### src/sv/mct_pkg.sv
// package: sizes, payload structs, codes and helpers of the matrix clock tracker
package mct_pkg;

    localparam int NUM_PROCS  = 4;
    localparam int COUNT_BITS = 32;
    localparam int CELLS      = NUM_PROCS * NUM_PROCS;
    localparam int IDX_W      = $clog2(NUM_PROCS);
    localparam int CELL_W     = $clog2(CELLS);
    localparam int VALUE_W    = 32;
    localparam int WIDE_W     = (COUNT_BITS > VALUE_W) ? COUNT_BITS : VALUE_W;

    // request op codes
    localparam logic [1:0] OP_LOCAL = 2'd0;
    localparam logic [1:0] OP_SEND  = 2'd1;
    localparam logic [1:0] OP_RECV  = 2'd2;

    typedef logic [COUNT_BITS-1:0] t_count;
    typedef logic [IDX_W-1:0]      t_idx;
    typedef logic [CELL_W-1:0]     t_cell;

    typedef struct packed {
        logic [1:0]         op;
        logic [1:0]         dest;
        logic [1:0]         in_row;
        logic [1:0]         in_col;
        logic [VALUE_W-1:0] in_value;
        logic               msg_start;
    } t_in;

    typedef struct packed {
        logic [1:0]         out_row;
        logic [1:0]         out_col;
        logic [VALUE_W-1:0] out_value;
        logic               last;
    } t_out;

    typedef enum logic [2:0] {
        S_IDLE,
        S_RD,
        S_MOD,
        S_STREAM_RD,
        S_STREAM_OUT
    } t_state;

    // kind of read-modify-write in flight
    typedef enum logic [1:0] {
        U_DIAG,
        U_DEST,
        U_MERGE,
        U_ZERO
    } t_uop;

    // saturating increment
    function automatic t_count sat_inc(input t_count c);
        return (&c) ? c : c + 1'b1;
    endfunction

    // clip an incoming value to the counter range
    function automatic t_count clip_in(input logic [VALUE_W-1:0] v);
        logic [WIDE_W-1:0] w;
        logic [WIDE_W-1:0] cmax;
        w    = WIDE_W'(v);
        cmax = WIDE_W'({COUNT_BITS{1'b1}});
        return (w > cmax) ? COUNT_BITS'(cmax) : COUNT_BITS'(w);
    endfunction

    // counter to reported value, low bits
    function automatic logic [VALUE_W-1:0] to_out(input t_count c);
        logic [WIDE_W-1:0] w;
        w = WIDE_W'(c);
        return w[VALUE_W-1:0];
    endfunction

    // row-major cell index
    function automatic t_cell cell_of(input t_idx row, input t_idx col);
        return CELL_W'(int'(row) * NUM_PROCS + int'(col));
    endfunction

    // index field within the matrix
    function automatic logic in_range(input logic [1:0] v);
        return int'(v) < NUM_PROCS;
    endfunction

endpackage

### src/sv/mct_ram.sv
// generic single-port-write, single-port-read ram with registered read data
module mct_ram #(
    parameter int WIDTH = 32,
    parameter int DEPTH = 16
) (
    input  logic                     i_clk,
    input  logic                     i_we,
    input  logic [$clog2(DEPTH)-1:0] i_waddr,
    input  logic [WIDTH-1:0]         i_wdata,
    input  logic                     i_re,
    input  logic [$clog2(DEPTH)-1:0] i_raddr,
    output logic [WIDTH-1:0]         o_rdata
);

    logic [WIDTH-1:0] r_mem [DEPTH];
    logic [WIDTH-1:0] r_rdata;

    // write port
    always_ff @(posedge i_clk) begin
        if (i_we) begin
            r_mem[i_waddr] <= i_wdata;
        end
    end

    // registered read port
    always_ff @(posedge i_clk) begin
        if (i_re) begin
            r_rdata <= r_mem[i_raddr];
        end
    end

    assign o_rdata = r_rdata;

endmodule

### src/sv/matrix_clock_tracker.sv
// matrix clock tracker top level: request sequencer around the counter ram
// one request at a time; each counter update is a read-modify-write on the ram port (read state, then modify state)
// local event or receive: one registered result entry; a receive with msg_start first bumps the diagonal
// send: two updates, then a read state and an output state per matrix element, in row-major order
// output stalls hold the sequencer; the next request is taken once back in idle
// synchronous reset clears per-entry valid bits (matrix reads zero) and sets the own index to 1
module matrix_clock_tracker (
    input  logic          i_clk,
    input  logic          i_rst_n,
    input  logic          i_in_valid,
    output logic          o_in_ready,
    input  mct_pkg::t_in  i_in,
    output logic          o_out_valid,
    input  logic          i_out_ready,
    output mct_pkg::t_out o_out,
    input  logic          i_cfg_we,
    input  logic [1:0]    i_cfg_data
);
    import mct_pkg::*;

    t_state           r_state, n_state;
    t_uop             r_uop, n_uop;
    t_cell            r_addr, n_addr;
    t_cell            r_k, n_k;
    t_in              r_req, n_req;
    t_out             r_out, n_out;
    logic             r_out_valid, n_out_valid;
    logic [1:0]       r_own_id;
    logic [CELLS-1:0] r_valid;
    logic             r_rd_valid;

    logic   ram_we, ram_re;
    t_cell  ram_raddr;
    t_count ram_rdata, cur, mod_value;
    t_idx   me;
    t_cell  diag;
    logic   out_free, emit;

    // own index, clamped
    assign me   = in_range(r_own_id) ? IDX_W'(r_own_id) : IDX_W'(NUM_PROCS - 1);
    assign diag = cell_of(me, me);

    assign out_free = !r_out_valid || i_out_ready;
    assign cur      = r_rd_valid ? ram_rdata : '0;

    // modify step
    always_comb begin
        case (r_uop)
            U_MERGE: mod_value = (clip_in(r_req.in_value) > cur) ? clip_in(r_req.in_value) : cur;
            default: mod_value = sat_inc(cur);
        endcase
    end

    assign emit = (r_uop == U_DIAG && r_req.op == OP_LOCAL) || r_uop == U_MERGE
                  || r_uop == U_ZERO;

    // counter storage
    mct_ram #(
        .WIDTH (COUNT_BITS),
        .DEPTH (CELLS)
    ) u_ram (
        .i_clk   (i_clk),
        .i_we    (ram_we),
        .i_waddr (r_addr),
        .i_wdata (mod_value),
        .i_re    (ram_re),
        .i_raddr (ram_raddr),
        .o_rdata (ram_rdata)
    );

    // next state and outputs
    always_comb begin
        n_state     = r_state;
        n_uop       = r_uop;
        n_addr      = r_addr;
        n_k         = r_k;
        n_req       = r_req;
        n_out       = r_out;
        n_out_valid = r_out_valid && !i_out_ready;
        ram_we      = 1'b0;
        ram_re      = 1'b0;
        ram_raddr   = r_addr;
        case (r_state)
            S_IDLE: begin
                if (i_in_valid) begin
                    n_req = i_in;
                    case (i_in.op)
                        OP_LOCAL, OP_SEND: begin
                            n_uop   = U_DIAG;
                            n_addr  = diag;
                            n_state = S_RD;
                        end
                        OP_RECV: begin
                            if (i_in.msg_start) begin
                                n_uop   = U_DIAG;
                                n_addr  = diag;
                                n_state = S_RD;
                            end else if (in_range(i_in.in_row) && in_range(i_in.in_col)) begin
                                n_uop   = U_MERGE;
                                n_addr  = cell_of(IDX_W'(i_in.in_row), IDX_W'(i_in.in_col));
                                n_state = S_RD;
                            end else begin
                                n_uop   = U_ZERO;
                                n_state = S_MOD;
                            end
                        end
                        default: ;
                    endcase
                end
            end
            S_RD: begin
                ram_re  = 1'b1;
                n_state = S_MOD;
            end
            S_MOD: begin
                if (!emit || out_free) begin
                    ram_we = (r_uop != U_ZERO);
                    if (emit) begin
                        n_out_valid = 1'b1;
                        n_out.last  = 1'b1;
                        if (r_uop == U_DIAG) begin
                            n_out.out_row = 2'(me);
                            n_out.out_col = 2'(me);
                        end else begin
                            n_out.out_row = r_req.in_row;
                            n_out.out_col = r_req.in_col;
                        end
                        n_out.out_value = (r_uop == U_ZERO) ? '0 : to_out(mod_value);
                    end
                    case (r_uop)
                        U_DIAG: begin
                            case (r_req.op)
                                OP_LOCAL: n_state = S_IDLE;
                                OP_SEND: begin
                                    if (in_range(r_req.dest)) begin
                                        n_uop   = U_DEST;
                                        n_addr  = cell_of(me, IDX_W'(r_req.dest));
                                        n_state = S_RD;
                                    end else begin
                                        n_k     = '0;
                                        n_state = S_STREAM_RD;
                                    end
                                end
                                default: begin
                                    if (in_range(r_req.in_row) && in_range(r_req.in_col)) begin
                                        n_uop   = U_MERGE;
                                        n_addr  = cell_of(IDX_W'(r_req.in_row),
                                                          IDX_W'(r_req.in_col));
                                        n_state = S_RD;
                                    end else begin
                                        n_uop   = U_ZERO;
                                        n_state = S_MOD;
                                    end
                                end
                            endcase
                        end
                        U_DEST: begin
                            n_k     = '0;
                            n_state = S_STREAM_RD;
                        end
                        default: n_state = S_IDLE;
                    endcase
                end
            end
            S_STREAM_RD: begin
                ram_re    = 1'b1;
                ram_raddr = r_k;
                n_state   = S_STREAM_OUT;
            end
            S_STREAM_OUT: begin
                if (out_free) begin
                    n_out_valid     = 1'b1;
                    n_out.out_row   = 2'(r_k / NUM_PROCS);
                    n_out.out_col   = 2'(r_k % NUM_PROCS);
                    n_out.out_value = to_out(cur);
                    n_out.last      = (r_k == CELL_W'(CELLS - 1));
                    if (r_k == CELL_W'(CELLS - 1)) begin
                        n_state = S_IDLE;
                    end else begin
                        n_k     = r_k + 1'b1;
                        n_state = S_STREAM_RD;
                    end
                end
            end
            default: n_state = S_IDLE;
        endcase
    end

    // state register
    always_ff @(posedge i_clk) begin
        if (!i_rst_n) begin
            r_state     <= S_IDLE;
            r_out_valid <= 1'b0;
        end else begin
            r_state     <= n_state;
            r_out_valid <= n_out_valid;
        end
    end

    // payload and sequencing registers
    always_ff @(posedge i_clk) begin
        r_uop  <= n_uop;
        r_addr <= n_addr;
        r_k    <= n_k;
        r_req  <= n_req;
        r_out  <= n_out;
    end

    // per-entry valid bits, an unwritten entry reads as zero
    always_ff @(posedge i_clk) begin
        if (!i_rst_n) begin
            r_valid <= '0;
        end else if (ram_we) begin
            r_valid[r_addr] <= 1'b1;
        end
    end

    always_ff @(posedge i_clk) begin
        if (ram_re) begin
            r_rd_valid <= r_valid[ram_raddr];
        end
    end

    // own index register
    always_ff @(posedge i_clk) begin
        if (!i_rst_n) begin
            r_own_id <= 2'd1;
        end else if (i_cfg_we) begin
            r_own_id <= i_cfg_data;
        end
    end

    assign o_in_ready  = (r_state == S_IDLE);
    assign o_out_valid = r_out_valid;
    assign o_out       = r_out;

endmodule

### config.mk
export PLATFORM = sky130hd
export DESIGN_NAME = matrix_clock_tracker
export DESIGN_NICKNAME = d
export VERILOG_FILES = /design/src/sv/mct_pkg.sv /design/src/sv/mct_ram.sv /design/src/sv/matrix_clock_tracker.sv
export SDC_FILE = /design/constraint.sdc
export NUM_CORES = 1
export LEC_CHECK = 0
export BUFFER_PORTS_ARGS = -buffer_cell sky130_fd_sc_hd__buf_4
export CAP_MARGIN = 0
export CELL_PAD_IN_SITES_DETAIL_PLACEMENT = 1
export CELL_PAD_IN_SITES_GLOBAL_PLACEMENT = 2
export CORE_MARGIN = 1.5
export CORE_UTILIZATION = 47
export DETAILED_ROUTE_END_ITERATION = 8
export GPL_TIMING_DRIVEN = 1
export PLACE_DENSITY = 0.79
export SYNTH_ARGS = -nofsm -noshare
export SYNTH_HDL_FRONTEND = slang
export SYNTH_SLANG_ARGS = --single-unit
export TNS_END_PERCENT = 20
### constraint.sdc
create_clock -name i_clk -period 6.7 [get_ports i_clk]
set_clock_uncertainty 0.15 [all_clocks]
set_input_delay 1.34 -clock i_clk [delete_from_list [all_inputs] [get_ports i_clk]]
set_output_delay 1.34 -clock i_clk [all_outputs]
set_load 0.05 [all_outputs]
== Word-level counts from Yosys, hierarchy flattened ==
Memories as Yosys holds them, arrays and structs flattened. A register that Yosys moved wholly into a read port is not among the register bits.
Cells that the tools add are included.

* Bits of input ports: 48
* RAM bits: 512
* Bits in registers: 110
* Bits in latches: 0
* Output and inout port bits: 39
* Logic and storage cells: 129
* Bits in read-only memories: 0
* Memories: 1

* Shift operators: 0
* Order comparisons: 5
* Equal/unequal tests: 22
* Div/mod/pow operators: 0
* Reductions and logical operators: 25
* Add/subtract/negate cells: 6
* Bitwise logic cells: 1
* Mux-type cells: 52
* $mul: 0

{| class="wikitable"
|+ Memories
! memory !! depth !! bits a word !! read ports !! clocked after Yosys merged registers in !! write ports !! RTL line !! RTL
|-
| u_ram.r_mem || 16 || 32 || 1 || 1 || 1 || mct_ram.sv:15 || <nowiki>logic [WIDTH-1:0] r_mem [DEPTH];</nowiki>
|}

{| class="wikitable"
|+ Operator list
! operator !! number
|-
| $mux W32 || 6
|-
| $mux W37 || 3
|-
| $pmux W37 S2 || 1
|-
| $mux W4 || 10
|-
| $add A32 B1 Y32 const B || 1
|-
| $gt A32 B32 Y1 || 1
|-
| $gt A32 B32 Y1 const B || 1
|-
| $pmux W4 S2 || 4
|-
| $reduce_and A32 Y1 || 1
|-
| $ne A2 B2 Y1 const B || 10
|-
| $add A4 B2 Y4 || 4
|-
| $or A16 B16 Y16 || 1
|-
| $pmux W3 S5 || 1
|-
| $mux W3 || 4
|-
| $pmux W2 S2 || 3
|-
| $mux W1 || 11
|-
| $lt A4 B5 Y1 const B || 2
|-
| $mux W2 || 5
|-
| $reduce_and A4 Y1 || 2
|-
| $eq A2 B1 Y1 const B || 3
|-
| $eq A2 B2 Y1 const B || 3
|-
| $eq A3 B2 Y1 const B || 2
|-
| $logic_not A2 Y1 || 3
|-
| $pmux W3 S2 || 1
|-
| other kinds (19) || 28
|}

== Longest topological paths before layout ==
* Word-level depth: 10
* Gate-level depth with buffers: 16
* Gate-level depth less buffers: 10

== Hierarchy ==
A second synthesis with hierarchy kept.

* Cells, all modules: 1600
* Area, all modules: 27222.4 µm²

{| class="wikitable"
|+ By module, submodules not included
! module !! cells each !! area each (µm²) !! times used !! seq. area each (µm²)
|-
| mct_ram || 838 || 20155.6 || 1 || 16335.7
|-
| matrix_clock_tracker || 762 || 7066.8 || 1 || 3083.0
|}

== Worst setup path before layout ==
OpenSTA, ideal clock, no wires.

* Kind: input to register
* From: in i_out_ready
* To: mem u_ram.r_mem[0][0] (enable)
* Data required time: 6.087 ns
* Slack: 1.818 ns
* Stages: 5
* Arrival: 4.269 ns
* Buffers on the path: 0
* Setup time: 0.463 ns
* Cell sequence: nor2b_1 nor2_1 o21ai_0 or3_1 nor3_1

* Word-level cells in the longest chain between the ends: 6

{| class="wikitable"
|+ Ends and longest elaborated chain
! element !! RTL line !! RTL
|-
| from (decl) || matrix_clock_tracker.sv:14 || <nowiki>input logic i_out_ready,</nowiki>
|-
| $logic_or A1 B1 Y1 || matrix_clock_tracker.sv:43 || <nowiki>assign out_free = !r_out_valid || i_out_ready;</nowiki>
|-
| $logic_or A1 B1 Y1 || matrix_clock_tracker.sv:116 || <nowiki>if (!emit || out_free) begin</nowiki>
|-
| $mux W1 || matrix_clock_tracker.sv:116 ||
|-
| $mux W1 || matrix_clock_tracker.sv:83 || <nowiki>case (r_state)</nowiki>
|-
| $mux W1 || mct_ram.sv:20 || <nowiki>if (i_we) begin</nowiki>
|-
| $mux W1 (not written as such) || mct_ram.sv:21 || <nowiki>r_mem[i_waddr] <= i_wdata;</nowiki>
|-
| to (decl) || mct_ram.sv:15 ||
|}

No other way between the ends.

== Final worst setup path ==
* From: reg r_rd_valid
* To: mem u_ram.r_mem[12][19], data pin

* Word-level cells in the longest chain between the ends: 4
* Elaborated cells on any way between the ends: 7
* Classes of those cells: 1 x add/sub; 1 x order compare; 4 x mux; 1 x reduce/logical

{| class="wikitable"
|+ Ends and longest elaborated chain
! element !! RTL line !! RTL
|-
| from (decl) || matrix_clock_tracker.sv:30 || <nowiki>logic r_rd_valid;</nowiki>
|-
| from (signal assigned) || matrix_clock_tracker.sv:220 || <nowiki>r_rd_valid <= r_valid[ram_raddr];</nowiki>
|-
| $mux W32 (*) || matrix_clock_tracker.sv:44 || <nowiki>assign cur = r_rd_valid ? ram_rdata : '0;</nowiki>
|-
| $add A32 B1 Y32 (tied with other cells) || mct_pkg.sv:55 || <nowiki>return (&c) ? c : c + 1'b1;</nowiki>
|-
| $mux W32, on equally long branches || mct_pkg.sv:55, matrix_clock_tracker.sv:49 ||
|-
| $mux W32 (*) || matrix_clock_tracker.sv:48 || <nowiki>case (r_uop)</nowiki>
|-
| via mod_value[19] || matrix_clock_tracker.sv:34 || <nowiki>t_count ram_rdata, cur, mod_value;</nowiki>
|}

The timed path passes the listed nets; every way through them passes the cells marked *.

==> results.cfg <==
[status]
status = finished, final reports clean

[power]
ir_drop_mv = 0.2120
power.density_nw_per_um2 = 306.5
power_leakage_nw = 10.42
p_total_mw = 9.665

[clock_network]
cts_max_path_buffers = 3
post_cts_buffers = 0
path_clk_slew_ns = 0.06
ctsHoldBuffers = 0
cts_tree = done
clock_sinks = 654
postCtsResizedCells = 0
htreeDepth = 3
root_buffer = clkbuf_16
clock_latency_ns = 0.62
numCtsBuffers = 69

[hold_path]
hp-class = reg2reg

[critical_path]
cp-end-kind = flip-flop
crit_family = compound AO/OA/AOI/OAI gates
path_buf_inv = 1
path_cells = and2_0 > inv_1 > ha_1 > nand4_1 > a2111oi_0 > o31a_1 > o21ai_2 > a31oi_1 > a21boi_1
slowest_delay_ns = 1.02
crit_slowest_cell = a21boi_1
worstPathArrival_ns = 5.49
critPathMaxFanout = 27
cp.required_ns = 6.78
crit_type = reg2reg
cp-start-kind = flip-flop

[job]
maxCapViolCount = 0

[timing]
whs_ns = 0.3106
hold_violations = 0
fin_setup_tns_ns = 0
worst_slew_pin_slew_ns = 1.256
fin_crit_sh_pct = 80.67
slew-limit-headroom_pct = 16.29
finalSetupViolCount = 0
rsz0062_at_grt = false
slew_viol_final = 0
fin_crit_ns = 5.405
timing.fmax_ghz = 0.1850

[yosys]
ys_types = 69
yosysSeqAreaShare_pct = 70.82
syn_area_um2 = 27420
synth_area_leaders = edfxtp_1 69%, mux4_2 11%, nand2_1 2.0%, dfxtp_1 1.6%, ha_1 1.6%
synthArstFlopShare_pct = 0
avgSynthCellArea_um2 = 16.82
syn_inst = 1630
ys.flop_type = edfxtp_1
yosysWarnings = 0
synth_top_cell_area_share_pct = 69.22
yosys-top-cells-count = 632 x edfxtp_1, 146 x nand2_1, 132 x mux4_2, 63 x clkbuf_1, 60 x nor2_1
synth.net_count = 1712
synth-edff-count = 632
ys_ff_latch = 654
synth.largest_area_cell = edfxtp_1
yosysMostFrequentCell = edfxtp_1

[place]
portBuffers = 86
routabilityCongestion = 0.9319
hpwl_um = 47400

[global_route]
grt_pass1_vias = 16807
grt_max_degree = 110
antenna_found_initial = 1
grt_pass1_wl_um = 116100
grt_use_total_pct = 27.01
grt_overflow = 0

[finish]
area_growth_pct = 14.99
multi_input_area_um2 = 7760
regArea_um2 = 19420
post-route-util_pct = 54.65
fin_nets = 1839
fillers = 5326
drive_gt1_share_pct = 22.64
diodes = 0

[routing]
drtIter0Drc = 1563
dr.pass1.iters = 7
ant_nets = 0
routed_wl_um = 79660
remaining_drc_errors = 0
wire_per_inst_um = 30.92
via_per_inst = 6.307
via_count = 16247

[floorplanning]
coreArea_um2 = 57700
io_pins = 87
dieArea_um2 = 59790
die_w_um = 244.5
rows = 88
dieHeight_um = 244.5
start_util_pct = 47.52
==> area by class of cell <==
class | count | area share, %
Clock buffer | 86 | 5.778
Clock inverter | 39 | 1.198
Inverter | 22 | 0.2619
Multi-Input combinational cell | 867 | 24.61
Sequential cell | 654 | 61.59
Tap cell | 765 | 3.036
Timing Repair Buffer | 143 | 3.524
==> placed cells by master (no fill, tap or decap), drive strengths merged, types with 7 or more instances in the layout <==
master    n
edfxtp  632
nand2   146
buf     143
mux4    132
clkbuf   86
nor2     60
and2     48
a31oi    47
a211oi   41
a21oi    38
ha       34
o21ai    34
nand3    30
clkinv   30
nor3     26
mux2i    25
inv      24
dfxtp    22
o21a     21
o22ai    20
nand4    17
and3     13
nor2b    10
a21o      9
a221o     8
o211a     8
a22oi     8
o221ai    8
o211ai    8
xnor2     7
==> per-stage QoR <==
step	std cells	setup WS [ns]	instance area, µm²
global route	2576	0.9464	31530
global placement	2451	1.606	29330
detailed placement	2451	1.358	29330
CTS	2576	1.380	31530
finish	2576	1.295	31530
floorplan	1630	1.818	27420
==> power breakdown <==
part           internal [mW]  switching, mW
Sequential              4.71         0.0892
Clock                   2.14           1.62
Combinational          0.388          0.721
Total                   7.24           2.43
==> metal layers <==
layer	global-route usage [%]	share of wire [%]	wire, µm	vias up
met5	0	0	0	-
met4	8.588	2.6	2105	0
met3	3.303	6.6	5254	134
met2	44.18	49	38680	657
met1	38.02	42	33620	8595
li1	-	-	-	6861
==> kinds of logic after synthesis <==
group	count (synthesis)	synth area share, %
AO/OA/AOI/OAI	277	6.968
XOR/XNOR	10	0.3195
adder cells (fa/ha/maj)	34	1.552
buffers and inverters	109	1.597
flip-flops	654	70.82
multiplexers	159	11.84
AND/OR/NAND/NOR	387	6.904
==> path summary, 6_finish.rpt <==
check,end,slack (ns),start,cells past startpoint
worst max register to register,u_ram.r_mem[12][19],1.30,r_rd_valid,9
worst max-delay path,u_ram.r_mem[12][19],1.30,r_rd_valid,9
worst min-delay path,r_valid[12],0.31,r_valid[12],1
worst min register to register,r_valid[12],0.31,r_valid[12],1
==> registers in the layout, indices dropped and copies added (netlist names) <==
register and count:
r_req 40, u_ram.o_rdata 32, r_valid 16, r_addr 4
o_out 37, o_out_valid 1, r_rd_valid 1, u_ram.r_mem 512
r_k 4, r_state 3, me 2, r_uop 2
Note: power is estimated with default switching activity, not from simulation.
